`src/qea_pkg.sv`:
```
// Shared types and constants for the quadrature encoder with acceleration.
// No dependencies; imported by quadrature_encoder_with_accel.
`default_nettype none

package qea_pkg;

    localparam int FRACTION_BITS = 16;
    localparam int CFG_IDX_W     = 3;
    localparam int CFG_DATA_W    = 32;

    // register indexes
    localparam logic [CFG_IDX_W-1:0] REG_ENABLE        = 3'd0;
    localparam logic [CFG_IDX_W-1:0] REG_STEPS_DETENT  = 3'd1;
    localparam logic [CFG_IDX_W-1:0] REG_STEP_FACTOR   = 3'd2;
    localparam logic [CFG_IDX_W-1:0] REG_ACCEL_COEF    = 3'd3;
    localparam logic [CFG_IDX_W-1:0] REG_INCREMENT     = 3'd4;
    localparam logic [CFG_IDX_W-1:0] REG_VALUE_MIN     = 3'd5;
    localparam logic [CFG_IDX_W-1:0] REG_VALUE_MAX     = 3'd6;

    // action codes
    localparam logic [1:0] ACT_SAMPLE = 2'd0;
    localparam logic [1:0] ACT_READ   = 2'd1;
    localparam logic [1:0] ACT_LOAD   = 2'd2;

    // register reset values
    localparam logic [7:0]  STEPS_DETENT_RST = 8'd4;
    localparam logic [7:0]  STEP_FACTOR_RST  = 8'd1;
    localparam logic [31:0] INCREMENT_RST    = 32'(64'd1 << FRACTION_BITS);
    localparam logic [31:0] VALUE_MAX_RST    = 32'(64'd100 << FRACTION_BITS);

    // acceleration timing
    localparam logic [31:0] ACCEL_WINDOW_MS = 32'd200;
    localparam logic [31:0] ACCEL_MIN_MS    = 32'd4;

    // read product saturates at 2^40; sum of value and product fits SUM_W
    localparam int PROD_W = 42;
    localparam int SUM_W  = 43;
    localparam logic [PROD_W-1:0] PROD_SAT = PROD_W'(64'd1 << 40);

    typedef enum logic [1:0] {
        LIM_NORMAL = 2'd0,
        LIM_MAX    = 2'd1,
        LIM_MIN    = 2'd2
    } lim_t;

    typedef enum logic [1:0] {
        DIR_NONE = 2'd0,
        DIR_UP   = 2'd1,
        DIR_DOWN = 2'd2
    } dir_t;

    typedef enum logic [3:0] {
        ST_IDLE,
        ST_START,
        ST_DET_A,
        ST_DET_B,
        ST_ACCEL,
        ST_RD_DIV,
        ST_MUL,
        ST_SUM,
        ST_CLAMP,
        ST_CHK_GO,
        ST_CHK,
        ST_DONE
    } st_t;

    typedef struct packed {
        logic [1:0]         action;
        logic               pin_a;
        logic               pin_b;
        logic [31:0]        now_ms;
        logic signed [31:0] load_value;
    } item_t;

    typedef struct packed {
        logic signed [31:0] value_out;
        logic signed [31:0] count_out;
        logic               changed;
        logic [1:0]         limit_state;
    } result_t;

    // quadrature transition table, index is {prev A, prev B, A, B}
    function automatic dir_t quad_dir(input logic [3:0] hist);
        dir_t d;
        unique case (hist)
            4'h2, 4'h4, 4'hb, 4'hd: d = DIR_UP;
            4'h1, 4'h7, 4'h8, 4'he: d = DIR_DOWN;
            default:                d = DIR_NONE;
        endcase
        return d;
    endfunction

endpackage

`default_nettype wire

```
`src/quadrature_encoder_with_accel.sv`:
```
// Loads finish without the divider; reads and pin samples run on the shared restoring
// divider, one quotient bit per cycle, which is reused for the bit-serial multiply, and
// a pin sample can run an extra division for an acceleration jump.
// One item in flight: next transfer in the cycle after the result loads, later if stalled.
// Reset (rst_n low, async): counters, value, limit flag and history clear,
// registers take their defaults; no clearing pass.
// Top level of the quadrature encoder decoder; uses qea_pkg.
`default_nettype none

module quadrature_encoder_with_accel #(
    parameter int COUNT_BITS = 32
) (
    input  wire logic                         clk,
    input  wire logic                         rst_n,
    input  wire logic                         cfg_write,
    input  wire logic [qea_pkg::CFG_IDX_W-1:0]  cfg_index,
    input  wire logic [qea_pkg::CFG_DATA_W-1:0] cfg_data,
    input  wire logic                         item_valid,
    output logic                              item_stall,
    input  wire qea_pkg::item_t               item,
    output logic                              result_valid,
    input  wire logic                         result_stall,
    output qea_pkg::result_t                  result
);
    import qea_pkg::*;

    localparam int CNT_W = $clog2(COUNT_BITS + 1);

    // configuration
    logic               enable_reg, enable_next;
    logic [7:0]         spd_reg, spd_next;
    logic [7:0]         sf_reg, sf_next;
    logic [15:0]        coef_reg, coef_next;
    logic signed [31:0] increment_reg, increment_next;
    logic signed [31:0] value_min_reg, value_min_next;
    logic signed [31:0] value_max_reg, value_max_next;

    // decoder state
    st_t                   state_reg, state_next;
    logic [3:0]            prev_code_reg, prev_code_next;
    logic [COUNT_BITS-1:0] enc_count_reg, enc_count_next;
    logic [COUNT_BITS-1:0] last_read_reg, last_read_next;
    logic signed [31:0]    value_acc_reg, value_acc_next;
    lim_t                  limit_reg, limit_next;
    dir_t                  last_dir_reg, last_dir_next;
    logic [31:0]           last_move_reg, last_move_next;
    logic                  result_valid_reg, result_valid_next;
    logic [CNT_W-1:0]      cnt_reg, cnt_next;

    // working registers
    item_t                   item_reg, item_next;
    result_t                 result_reg, result_next;
    logic [COUNT_BITS-1:0]   num_reg, num_next;
    logic [7:0]              rem_reg, rem_next;
    logic [7:0]              den_reg, den_next;
    logic [PROD_W-1:0]       acc_reg, acc_next;
    logic                    sat_reg, sat_next;
    logic signed [SUM_W-1:0] sum_reg, sum_next;
    logic [COUNT_BITS-1:0]   qa_reg, qa_next;
    logic [COUNT_BITS-1:0]   old_count_reg, old_count_next;
    logic                    up_reg, up_next;
    logic                    neg_reg, neg_next;
    logic                    changed_reg, changed_next;

    // shared unit controls and helpers
    logic                    div_start;
    logic [COUNT_BITS-1:0]   div_a;
    logic [7:0]              div_b;
    logic                    mul_start;
    logic [8:0]              div_trial;
    logic                    div_ge;
    logic [8:0]              div_diff;
    logic [PROD_W-1:0]       acc_step;
    logic [31:0]             inc_mag;
    logic [PROD_W-1:0]       prod_mag;
    logic signed [SUM_W-1:0] prod_s, val_s, vmax_s, vmin_s;
    logic [COUNT_BITS-1:0]   delta;
    logic [7:0]              det_div, sf_div, el_div;
    logic [31:0]             elapsed;
    logic [3:0]              hist;
    dir_t                    step_dir, want;
    logic                    held, same, div_ready;

    function automatic logic [COUNT_BITS-1:0] mag_of(input logic [COUNT_BITS-1:0] v);
        return v[COUNT_BITS-1] ? (~v + 1'b1) : v;
    endfunction

    assign item_stall   = (state_reg != ST_IDLE);
    assign result_valid = result_valid_reg;
    assign result       = result_reg;

    assign delta     = enc_count_reg - last_read_reg;
    assign det_div   = (spd_reg == 8'd0) ? 8'd1 : spd_reg;
    assign sf_div    = (sf_reg == 8'd0) ? 8'd1 : sf_reg;
    assign elapsed   = item_reg.now_ms - last_move_reg;
    assign el_div    = (elapsed < ACCEL_MIN_MS) ? ACCEL_MIN_MS[7:0] : elapsed[7:0];
    assign hist      = {prev_code_reg[1:0], item_reg.pin_a, item_reg.pin_b};
    assign step_dir  = quad_dir(hist);
    assign want      = up_reg ? DIR_UP : DIR_DOWN;
    assign held      = (limit_reg == LIM_MAX && step_dir == DIR_UP) ||
                       (limit_reg == LIM_MIN && step_dir == DIR_DOWN);
    assign same      = (qa_reg == '0 && num_reg == '0) ||
                       (qa_reg == num_reg &&
                        old_count_reg[COUNT_BITS-1] == enc_count_reg[COUNT_BITS-1]);
    // nonzero whole multiple: quotient nonzero and no remainder
    assign div_ready = (num_reg != '0) && (rem_reg == 8'd0);

    // restoring divider step
    assign div_trial = {rem_reg, num_reg[COUNT_BITS-1]};
    assign div_ge    = (div_trial >= {1'b0, den_reg});
    assign div_diff  = div_trial - {1'b0, den_reg};

    // Horner multiply over quotient bits, sticky saturation
    assign inc_mag  = increment_reg[31] ? (~increment_reg + 1'b1) : increment_reg;
    assign acc_step = {acc_reg[PROD_W-2:0], 1'b0} +
                      (num_reg[COUNT_BITS-1] ? PROD_W'(inc_mag) : '0);
    assign prod_mag = sat_reg ? PROD_SAT : acc_reg;
    assign prod_s   = $signed({1'b0, prod_mag});
    assign val_s    = SUM_W'(value_acc_reg);
    assign vmax_s   = SUM_W'(value_max_reg);
    assign vmin_s   = SUM_W'(value_min_reg);

    always_comb
    begin
        enable_next       = enable_reg;
        spd_next          = spd_reg;
        sf_next           = sf_reg;
        coef_next         = coef_reg;
        increment_next    = increment_reg;
        value_min_next    = value_min_reg;
        value_max_next    = value_max_reg;
        state_next        = state_reg;
        prev_code_next    = prev_code_reg;
        enc_count_next    = enc_count_reg;
        last_read_next    = last_read_reg;
        value_acc_next    = value_acc_reg;
        limit_next        = limit_reg;
        last_dir_next     = last_dir_reg;
        last_move_next    = last_move_reg;
        result_valid_next = result_valid_reg;
        cnt_next          = cnt_reg;
        item_next         = item_reg;
        result_next       = result_reg;
        num_next          = num_reg;
        rem_next          = rem_reg;
        den_next          = den_reg;
        acc_next          = acc_reg;
        sat_next          = sat_reg;
        sum_next          = sum_reg;
        qa_next           = qa_reg;
        old_count_next    = old_count_reg;
        up_next           = up_reg;
        neg_next          = neg_reg;
        changed_next      = changed_reg;
        div_start         = 1'b0;
        div_a             = '0;
        div_b             = 8'd1;
        mul_start         = 1'b0;

        if (cfg_write)
        begin
            unique case (cfg_index)
                REG_ENABLE:       enable_next    = cfg_data[0];
                REG_STEPS_DETENT: spd_next       = cfg_data[7:0];
                REG_STEP_FACTOR:  sf_next        = cfg_data[7:0];
                REG_ACCEL_COEF:   coef_next      = cfg_data[15:0];
                REG_INCREMENT:    increment_next = $signed(cfg_data);
                REG_VALUE_MIN:    value_min_next = $signed(cfg_data);
                REG_VALUE_MAX:    value_max_next = $signed(cfg_data);
                default:
                begin
                end
            endcase
        end

        if (result_valid_reg && !result_stall)
        begin
            result_valid_next = 1'b0;
        end

        unique case (state_reg)
            ST_IDLE:
            begin
                if (item_valid)
                begin
                    item_next  = item;
                    state_next = ST_START;
                end
            end
            ST_START:
            begin
                priority if (item_reg.action == ACT_SAMPLE && enable_reg)
                begin
                    prev_code_next = hist;
                    if (step_dir == DIR_NONE)
                    begin
                        last_dir_next = DIR_NONE;
                        state_next    = ST_CHK_GO;
                    end
                    else
                    begin
                        up_next        = (step_dir == DIR_UP);
                        old_count_next = enc_count_reg;
                        if (!held)
                        begin
                            enc_count_next = (step_dir == DIR_UP) ? enc_count_reg + 1'b1
                                                                  : enc_count_reg - 1'b1;
                        end
                        div_start  = 1'b1;
                        div_a      = mag_of(enc_count_reg);
                        div_b      = det_div;
                        state_next = ST_DET_A;
                    end
                end
                else if (item_reg.action == ACT_READ)
                begin
                    neg_next   = delta[COUNT_BITS-1];
                    div_start  = 1'b1;
                    div_a      = mag_of(delta);
                    div_b      = sf_div;
                    state_next = ST_RD_DIV;
                end
                else if (item_reg.action == ACT_LOAD)
                begin
                    last_read_next = enc_count_reg;
                    value_acc_next = item_reg.load_value;
                    changed_next   = 1'b0;
                    state_next     = ST_DONE;
                end
                else
                begin
                    // unused action or sample while disabled: report only
                    state_next = ST_CHK_GO;
                end
            end
            ST_DET_A:
            begin
                if (cnt_reg == '0)
                begin
                    qa_next    = num_reg;
                    div_start  = 1'b1;
                    div_a      = mag_of(enc_count_reg);
                    div_b      = det_div;
                    state_next = ST_DET_B;
                end
            end
            ST_DET_B:
            begin
                if (cnt_reg == '0)
                begin
                    if (!same && coef_reg > 16'd1 && last_dir_reg == want &&
                        elapsed < ACCEL_WINDOW_MS)
                    begin
                        div_start  = 1'b1;
                        div_a      = COUNT_BITS'(coef_reg);
                        div_b      = el_div;
                        state_next = ST_ACCEL;
                    end
                    else
                    begin
                        last_move_next = item_reg.now_ms;
                        last_dir_next  = want;
                        state_next     = ST_CHK_GO;
                    end
                end
            end
            ST_ACCEL:
            begin
                if (cnt_reg == '0)
                begin
                    // jump is not limit checked
                    enc_count_next = up_reg ? enc_count_reg + num_reg
                                            : enc_count_reg - num_reg;
                    last_move_next = item_reg.now_ms;
                    last_dir_next  = want;
                    state_next     = ST_CHK_GO;
                end
            end
            ST_RD_DIV:
            begin
                if (cnt_reg == '0)
                begin
                    if (div_ready)
                    begin
                        last_read_next = enc_count_reg;
                        mul_start      = 1'b1;
                        state_next     = ST_MUL;
                    end
                    else
                    begin
                        changed_next = 1'b0;
                        state_next   = ST_DONE;
                    end
                end
            end
            ST_MUL:
            begin
                if (cnt_reg == '0)
                begin
                    state_next = ST_SUM;
                end
            end
            ST_SUM:
            begin
                sum_next   = (neg_reg ^ increment_reg[31]) ? val_s - prod_s : val_s + prod_s;
                state_next = ST_CLAMP;
            end
            ST_CLAMP:
            begin
                // max check wins on a swapped range
                priority if (sum_reg >= vmax_s)
                begin
                    value_acc_next = value_max_reg;
                    limit_next     = LIM_MAX;
                end
                else if (sum_reg <= vmin_s)
                begin
                    value_acc_next = value_min_reg;
                    limit_next     = LIM_MIN;
                end
                else
                begin
                    value_acc_next = $signed(sum_reg[31:0]);
                    limit_next     = LIM_NORMAL;
                end
                changed_next = 1'b0;
                state_next   = ST_DONE;
            end
            ST_CHK_GO:
            begin
                div_start  = 1'b1;
                div_a      = mag_of(delta);
                div_b      = sf_div;
                state_next = ST_CHK;
            end
            ST_CHK:
            begin
                if (cnt_reg == '0)
                begin
                    changed_next = div_ready;
                    state_next   = ST_DONE;
                end
            end
            ST_DONE:
            begin
                if (!result_valid_reg || !result_stall)
                begin
                    result_next.value_out   = value_acc_reg;
                    result_next.count_out   = 32'(enc_count_reg);
                    result_next.changed     = changed_reg;
                    result_next.limit_state = limit_reg;
                    result_valid_next       = 1'b1;
                    state_next              = ST_IDLE;
                end
            end
            default:
            begin
                state_next = ST_IDLE;
            end
        endcase

        // shared divider / multiplier datapath
        priority if (div_start)
        begin
            num_next = div_a;
            rem_next = 8'd0;
            den_next = div_b;
            cnt_next = CNT_W'(COUNT_BITS);
        end
        else if (mul_start)
        begin
            acc_next = '0;
            sat_next = 1'b0;
            cnt_next = CNT_W'(COUNT_BITS);
        end
        else if (cnt_reg != '0)
        begin
            cnt_next = cnt_reg - 1'b1;
            if (state_reg == ST_MUL)
            begin
                num_next = {num_reg[COUNT_BITS-2:0], 1'b0};
                if (!sat_reg)
                begin
                    acc_next = acc_step;
                    sat_next = (acc_step > PROD_SAT);
                end
            end
            else
            begin
                num_next = {num_reg[COUNT_BITS-2:0], div_ge};
                rem_next = div_ge ? div_diff[7:0] : div_trial[7:0];
            end
        end
    end

    always_ff @(posedge clk or negedge rst_n)
    begin
        if (!rst_n)
        begin
            enable_reg       <= 1'b0;
            spd_reg          <= STEPS_DETENT_RST;
            sf_reg           <= STEP_FACTOR_RST;
            coef_reg         <= 16'd0;
            increment_reg    <= $signed(INCREMENT_RST);
            value_min_reg    <= 32'sd0;
            value_max_reg    <= $signed(VALUE_MAX_RST);
            state_reg        <= ST_IDLE;
            prev_code_reg    <= 4'd0;
            enc_count_reg    <= '0;
            last_read_reg    <= '0;
            value_acc_reg    <= 32'sd0;
            limit_reg        <= LIM_NORMAL;
            last_dir_reg     <= DIR_NONE;
            last_move_reg    <= 32'd0;
            result_valid_reg <= 1'b0;
            cnt_reg          <= '0;
        end
        else
        begin
            enable_reg       <= enable_next;
            spd_reg          <= spd_next;
            sf_reg           <= sf_next;
            coef_reg         <= coef_next;
            increment_reg    <= increment_next;
            value_min_reg    <= value_min_next;
            value_max_reg    <= value_max_next;
            state_reg        <= state_next;
            prev_code_reg    <= prev_code_next;
            enc_count_reg    <= enc_count_next;
            last_read_reg    <= last_read_next;
            value_acc_reg    <= value_acc_next;
            limit_reg        <= limit_next;
            last_dir_reg     <= last_dir_next;
            last_move_reg    <= last_move_next;
            result_valid_reg <= result_valid_next;
            cnt_reg          <= cnt_next;
        end
    end

    always_ff @(posedge clk)
    begin
        item_reg      <= item_next;
        result_reg    <= result_next;
        num_reg       <= num_next;
        rem_reg       <= rem_next;
        den_reg       <= den_next;
        acc_reg       <= acc_next;
        sat_reg       <= sat_next;
        sum_reg       <= sum_next;
        qa_reg        <= qa_next;
        old_count_reg <= old_count_next;
        up_reg        <= up_next;
        neg_reg       <= neg_next;
        changed_reg   <= changed_next;
    end

    // a new result only comes out of the final state
    a_result_from_done: assert property (@(posedge clk) disable iff (!rst_n)
        $rose(result_valid_reg) |-> $past(state_reg == ST_DONE))
        else $error("result loaded outside ST_DONE");

    // read and load always report the changed flag clear
    a_read_load_clears: assert property (@(posedge clk) disable iff (!rst_n)
        (state_reg == ST_DONE &&
         (item_reg.action == ACT_READ || item_reg.action == ACT_LOAD)) |-> !changed_reg)
        else $error("changed set after read or load");

    // the count only moves on a step or an acceleration jump
    a_count_moves: assert property (@(posedge clk) disable iff (!rst_n)
        (enc_count_reg != $past(enc_count_reg)) |->
            $past(state_reg == ST_START || state_reg == ST_ACCEL))
        else $error("count changed outside step or jump");

    a_cnt_range: assert property (@(posedge clk) disable iff (!rst_n)
        cnt_reg <= CNT_W'(COUNT_BITS))
        else $error("iteration counter out of range");

endmodule

`default_nettype wire

```
`config.mk`:
```
export PLATFORM = sky130hd
export DESIGN_NAME = quadrature_encoder_with_accel
export DESIGN_NICKNAME = d
export VERILOG_FILES = /design/src/qea_pkg.sv /design/src/quadrature_encoder_with_accel.sv
export SDC_FILE = /design/constraint.sdc
export NUM_CORES = 2
export LEC_CHECK = 0
export ABC_AREA = 1
export BUFFER_PORTS_ARGS = -buffer_cell sky130_fd_sc_hd__buf_2
export CORE_AREA = 2 2 413 415
export CTS_CLUSTER_DIAMETER = 150
export DETAILED_ROUTE_END_ITERATION = 7
export DIE_AREA = 0 0 415 417
export PLACE_DENSITY = 0.51
export SKIP_LAST_GASP = 1
export SLEW_MARGIN = 25
export SYNTH_ARGS = -nofsm -noshare
export SYNTH_HDL_FRONTEND = slang
export SYNTH_SLANG_ARGS = --single-unit
```
`constraint.sdc`:
```
create_clock -name clk -period 5 [get_ports clk]
set_input_delay 0.5 -clock clk [delete_from_list [all_inputs] [get_ports clk]]
set_output_delay 0.5 -clock clk [all_outputs]
set_load 0.03 [all_outputs]
```
==> impl_summary.log <==
INFO  metric route.final.wire_length = 155,000 µm
INFO  metric layout-drive-gt1-share = 0.0919
INFO  metric minimum_clock_period_after_layout = 4.81 ns
INFO  metric placement.io_buffers = approximately 180
INFO  metric yosysUniqueCellTypes = 66
INFO  metric maxSlewViolCount = 0
INFO  metric synth_enable_flop_cells = 297
INFO  metric worst_ir_drop_vdd = 0.000322 V
INFO  metric globalRoute.totalOverflow = 0
INFO  metric switching_power = 17,600 µW
INFO  metric max_clock_freq = 0.208 GHz
INFO  metric crit_chain = inv_1 > ha_1 > nand3_2 > nor3_4 > nand3_2 > nor3_2 > buf_4 > nand3_1 > nand2_1 > o21ai_0 > a21oi_1 > ha_1 > a21oi_1 > o21ai_0 > a21oi_2 > nand2_1 > xnor2_1 > nand2_1 > nor2_1 > nand2_1 > nor2_1 > nand3_1 > o21ai_2 > a21oi_1
INFO  metric seq_power_share = 0.234
INFO  metric hold_viol = 0
INFO  metric drt_drc_violations_left = 0
INFO  metric grt_use_total = 0.176
INFO  metric synth-async-reset-ratio = 0.473
INFO  metric fraction_of_power_spent_switching_nets = 0.511
INFO  metric die_width = approximately 420 µm
INFO  metric cpMaxStageDelayCell = sky130_fd_sc_hd__dfrtp_1
INFO  metric worst_clock_skew = 0.0398 ns
INFO  metric holdWs = between 0.03 and 0.04 ns
INFO  metric final.period_utilization = 0.963
INFO  metric syn-cell-area = 41,900 µm²
INFO  metric die_height = ~420 µm
INFO  metric timing_worst_setup_path_type = reg -> reg
INFO  metric crit_top_cell = sky130_fd_sc_hd__nand2_1
INFO  metric rsz0062_at_grt = true
INFO  metric initialDrtViolationCount = 3,156
INFO  metric clockPowerShare = 0.167
INFO  metric grt_max_degree = approximately 120
INFO  metric drt_first_pass_iters = 6
INFO  metric largest_register_ff_count = 67
INFO  metric dr_total_vias = roughly 39,000
INFO  metric clockBufferDepth = 3
INFO  metric critical_path_required = around 5.4 ns
INFO  metric grt_pass1_wl = 235,000 µm
INFO  metric tritoncts_num_sinks = 579
INFO  metric syn_inst = 5,742
INFO  metric initial_core_util = 0.249
INFO  metric cp_max_fo = 4
INFO  metric cp_top_family = simple AND/OR/NAND/NOR gates
INFO  metric yosysWarnings = 0
INFO  metric power_leakage = roughly 0.023 µW
INFO  metric slowest_delay = 0.38 ns
INFO  metric syn_nets = 6,122
INFO  metric grt_antenna_before_repair = 5
INFO  metric finalWorstSetupSlack = between 0.15 and 0.2 ns
INFO  metric cell_internal_pwr = 16,900 µW
INFO  metric synth.yosys.seq_area_share = 0.380
INFO  metric ff2ff_setup_slack = 0.19 ns
INFO  metric dpl.hpwl = around 120,000 µm
INFO  metric setup-violations-final = 0
INFO  metric maxSlewHeadroom = 0.412
INFO  metric endpoint_kind = flop
INFO  metric cts-buffers-inserted = 76
INFO  metric cts_htree_levels = 3
INFO  metric yosys_reg_bits = 579
INFO  metric postSynthAreaPerCell = about 7.3 µm²
INFO  metric p_per_area = 700 nW/µm²
INFO  metric worst_hold_path_type = in -> reg
INFO  metric cts_tree = built
INFO  metric synthToLayoutAreaGrowth = 17.7%
INFO  metric worst_setup_hold_path_clk_slew = 0.06 ns
INFO  metric worst_ep_arrival_time = 5.21 ns
INFO  metric worstMarginPinSlew = 0.881 ns
INFO  metric detail-route-antenna-nets = 0
INFO  metric synth_top_flop_cell = sky130_fd_sc_hd__edfxtp_1
INFO  metric placeableCoreArea = 169,000 µm²
INFO  metric power.share.combinational = 0.599
INFO  metric max_cap_viol_count = 0
INFO  metric core.rowCount = 151
INFO  metric outcome = finished, final reports clean
INFO  metric routabilityCongestion = 0.945
INFO  metric dp_worst_setup_slack = -0.165 ns
INFO  metric boundaryPins = 177
INFO  metric cp.buffers_inverters = 2
INFO  metric cts_root_buf = sky130_fd_sc_hd__clkbuf_16
INFO  metric fin_nets = 6,424
INFO  metric vias_per_cell = 4.71
INFO  metric detail_route.wl_per_cell = around 19 µm
INFO  metric die_area = about 170,000 µm²
INFO  metric setup.worst_path.start_class = flop
INFO  metric worst_skew_pair.late_latency = 0.71 ns
INFO  metric first_global_vias = 38,100
==> kinds of logic after synthesis <==
family          count (synthesis)  share of synthesized area
compound gates               1036                      0.133
xor+xnor                      187                     0.0391
fa+ha+maj                     272                     0.0823
buf+inv                       974                     0.0900
flops                         579                      0.380
mux                             2                   0.000537
simple gates                 2692                      0.274
==> placed cells by master (no fill, tap or decap), types with 115 or more instances in the layout <==
cell type	n
sky130_fd_sc_hd__inv_1	831
sky130_fd_sc_hd__buf_2	175
sky130_fd_sc_hd__nor2_1	549
sky130_fd_sc_hd__edfxtp_1	297
sky130_fd_sc_hd__a21oi_1	437
sky130_fd_sc_hd__ha_1	266
sky130_fd_sc_hd__nand2_1	1411
sky130_fd_sc_hd__o21ai_0	415
sky130_fd_sc_hd__xor2_1	115
sky130_fd_sc_hd__nand3_1	353
sky130_fd_sc_hd__dfrtp_1	268
==> cells in the mapped netlist (5+ instances only) <==
master | count | area [µm²]
sky130_fd_sc_hd__a21boi_0 | 8 | 60.1
sky130_fd_sc_hd__a21o_1 | 6 | 45.0
sky130_fd_sc_hd__a21oi_1 | 440 | 2200
sky130_fd_sc_hd__a21oi_2 | 17 | 149
sky130_fd_sc_hd__a22oi_1 | 7 | 52.6
sky130_fd_sc_hd__a31oi_1 | 56 | 350
sky130_fd_sc_hd__and2_1 | 5 | 31.3
sky130_fd_sc_hd__and3_1 | 9 | 56.3
sky130_fd_sc_hd__buf_1 | 8 | 30.0
sky130_fd_sc_hd__buf_2 | 22 | 110
sky130_fd_sc_hd__buf_6 | 8 | 90.1
sky130_fd_sc_hd__clkbuf_1 | 88 | 330
sky130_fd_sc_hd__dfrtp_1 | 268 | 6710
sky130_fd_sc_hd__dfstp_2 | 6 | 158
sky130_fd_sc_hd__dfxtp_1 | 8 | 160
sky130_fd_sc_hd__edfxtp_1 | 297 | 8920
sky130_fd_sc_hd__fa_1 | 6 | 120
sky130_fd_sc_hd__ha_1 | 266 | 3330
sky130_fd_sc_hd__inv_1 | 832 | 3120
sky130_fd_sc_hd__inv_2 | 8 | 30.0
sky130_fd_sc_hd__nand2_1 | 1414 | 5310
sky130_fd_sc_hd__nand2_2 | 16 | 100
sky130_fd_sc_hd__nand3_1 | 358 | 1790
sky130_fd_sc_hd__nand3_2 | 5 | 50.1
sky130_fd_sc_hd__nand3b_1 | 27 | 203
sky130_fd_sc_hd__nand4_1 | 105 | 657
sky130_fd_sc_hd__nor2_1 | 561 | 2110
sky130_fd_sc_hd__nor2_2 | 22 | 138
sky130_fd_sc_hd__nor3_1 | 85 | 425
sky130_fd_sc_hd__nor4_1 | 38 | 238
sky130_fd_sc_hd__o2111ai_1 | 5 | 43.8
sky130_fd_sc_hd__o211ai_1 | 10 | 75.1
sky130_fd_sc_hd__o21a_1 | 17 | 128
sky130_fd_sc_hd__o21ai_0 | 422 | 2110
sky130_fd_sc_hd__o21bai_1 | 15 | 113
sky130_fd_sc_hd__o221ai_1 | 7 | 61.3
sky130_fd_sc_hd__o31ai_1 | 6 | 45.0
sky130_fd_sc_hd__or2_1 | 11 | 68.8
sky130_fd_sc_hd__or2_2 | 23 | 144
sky130_fd_sc_hd__xnor2_1 | 71 | 622
sky130_fd_sc_hd__xor2_1 | 116 | 1020
==> area by class of cell <==
cell class | count | area (µm²)
Fill cell | 18400 | 119000
Inverter | 844 | 3170
Multi-Input combinational cell | 4189 | 22400
Timing Repair Buffer | 354 | 2460
Tap cell | 2218 | 2780
Clock inverter | 44 | 527
Antenna cell | 2 | 5.00
Clock buffer | 96 | 2080
Sequential cell | 579 | 15900
==> repair_timing <==
action | in CTS | in global routing
buffers inserted | 0 | 3
hold buffers | 63 | 0
hold endpoints to repair | 140 | 0
gates resized for setup | 4 | 29
pin swaps | 0 | 3
endpoints found under the setup margin | 1 | 13
==> power groups by stage <==
stage	combinational, µW	clock, µW	sequential (µW)
after floorplan	14000	0	7830
after global placement	20300	0	8150
after detailed placement	20400	0	8150
after CTS	20600	5940	8080
after global routing	23200	6130	8180
final	20700	5780	8060
==> layer usage <==
layer / track usage / up-vias / part of all wire
li1: - / 19600 / -
met1: 0.224 / 18500 / 0.44
met2: 0.305 / 944 / 0.48
met3: 0.0193 / 222 / 0.043
met4: 0.0644 / 0 / 0.035
met5: 0 / - / 0
==> metrics by stage <==
step                      cell area (µm²)  power, µW  TNS (ns)  cells  utilization
after CTS                           49200      34600         0   8321        0.292
after detailed placement            46000      28500    -0.165   8118        0.273
after global routing                49300      37600    -0.204   8326        0.293
after floorplan                     41900      21900         0   5742            -
after global placement              46000      28500    -0.261   8118        0.273
final                               49300      34500         0   8326        0.293
==> worst register-to-register path, delay by kind of cell (launching register included) <==
kind | cells | cell delay (ns)
xor+xnor | 1 | 0.35
buf+inv | 2 | 0.23
flops | 1 | 0.38
simple gates | 12 | 1.76
compound gates | 7 | 1.29
fa+ha+maj | 2 | 0.49
==> worst paths after layout <==
check                                              startpoint                             to  depth (start not counted)
max in group asynchronous                               rst_n  value_min_reg[20]$_DFFE_PN0P_                          3
worst min-delay path                                 item[63]         item_reg[63]$_DFFE_PP_                          1
worst max-delay path             increment_reg[1]$_DFFE_PN0P_          sat_reg$_SDFFCE_PP0P_                         24
min in group asynchronous                               rst_n  last_read_reg[28]$_DFFE_PN0P_                          2
worst max register to register   increment_reg[1]$_DFFE_PN0P_          sat_reg$_SDFFCE_PP0P_                         24
worst min register to register  value_max_reg[24]$_DFFE_PN0P_  value_max_reg[24]$_DFFE_PN0P_                          2
Power figures use the tool's default switching activity.
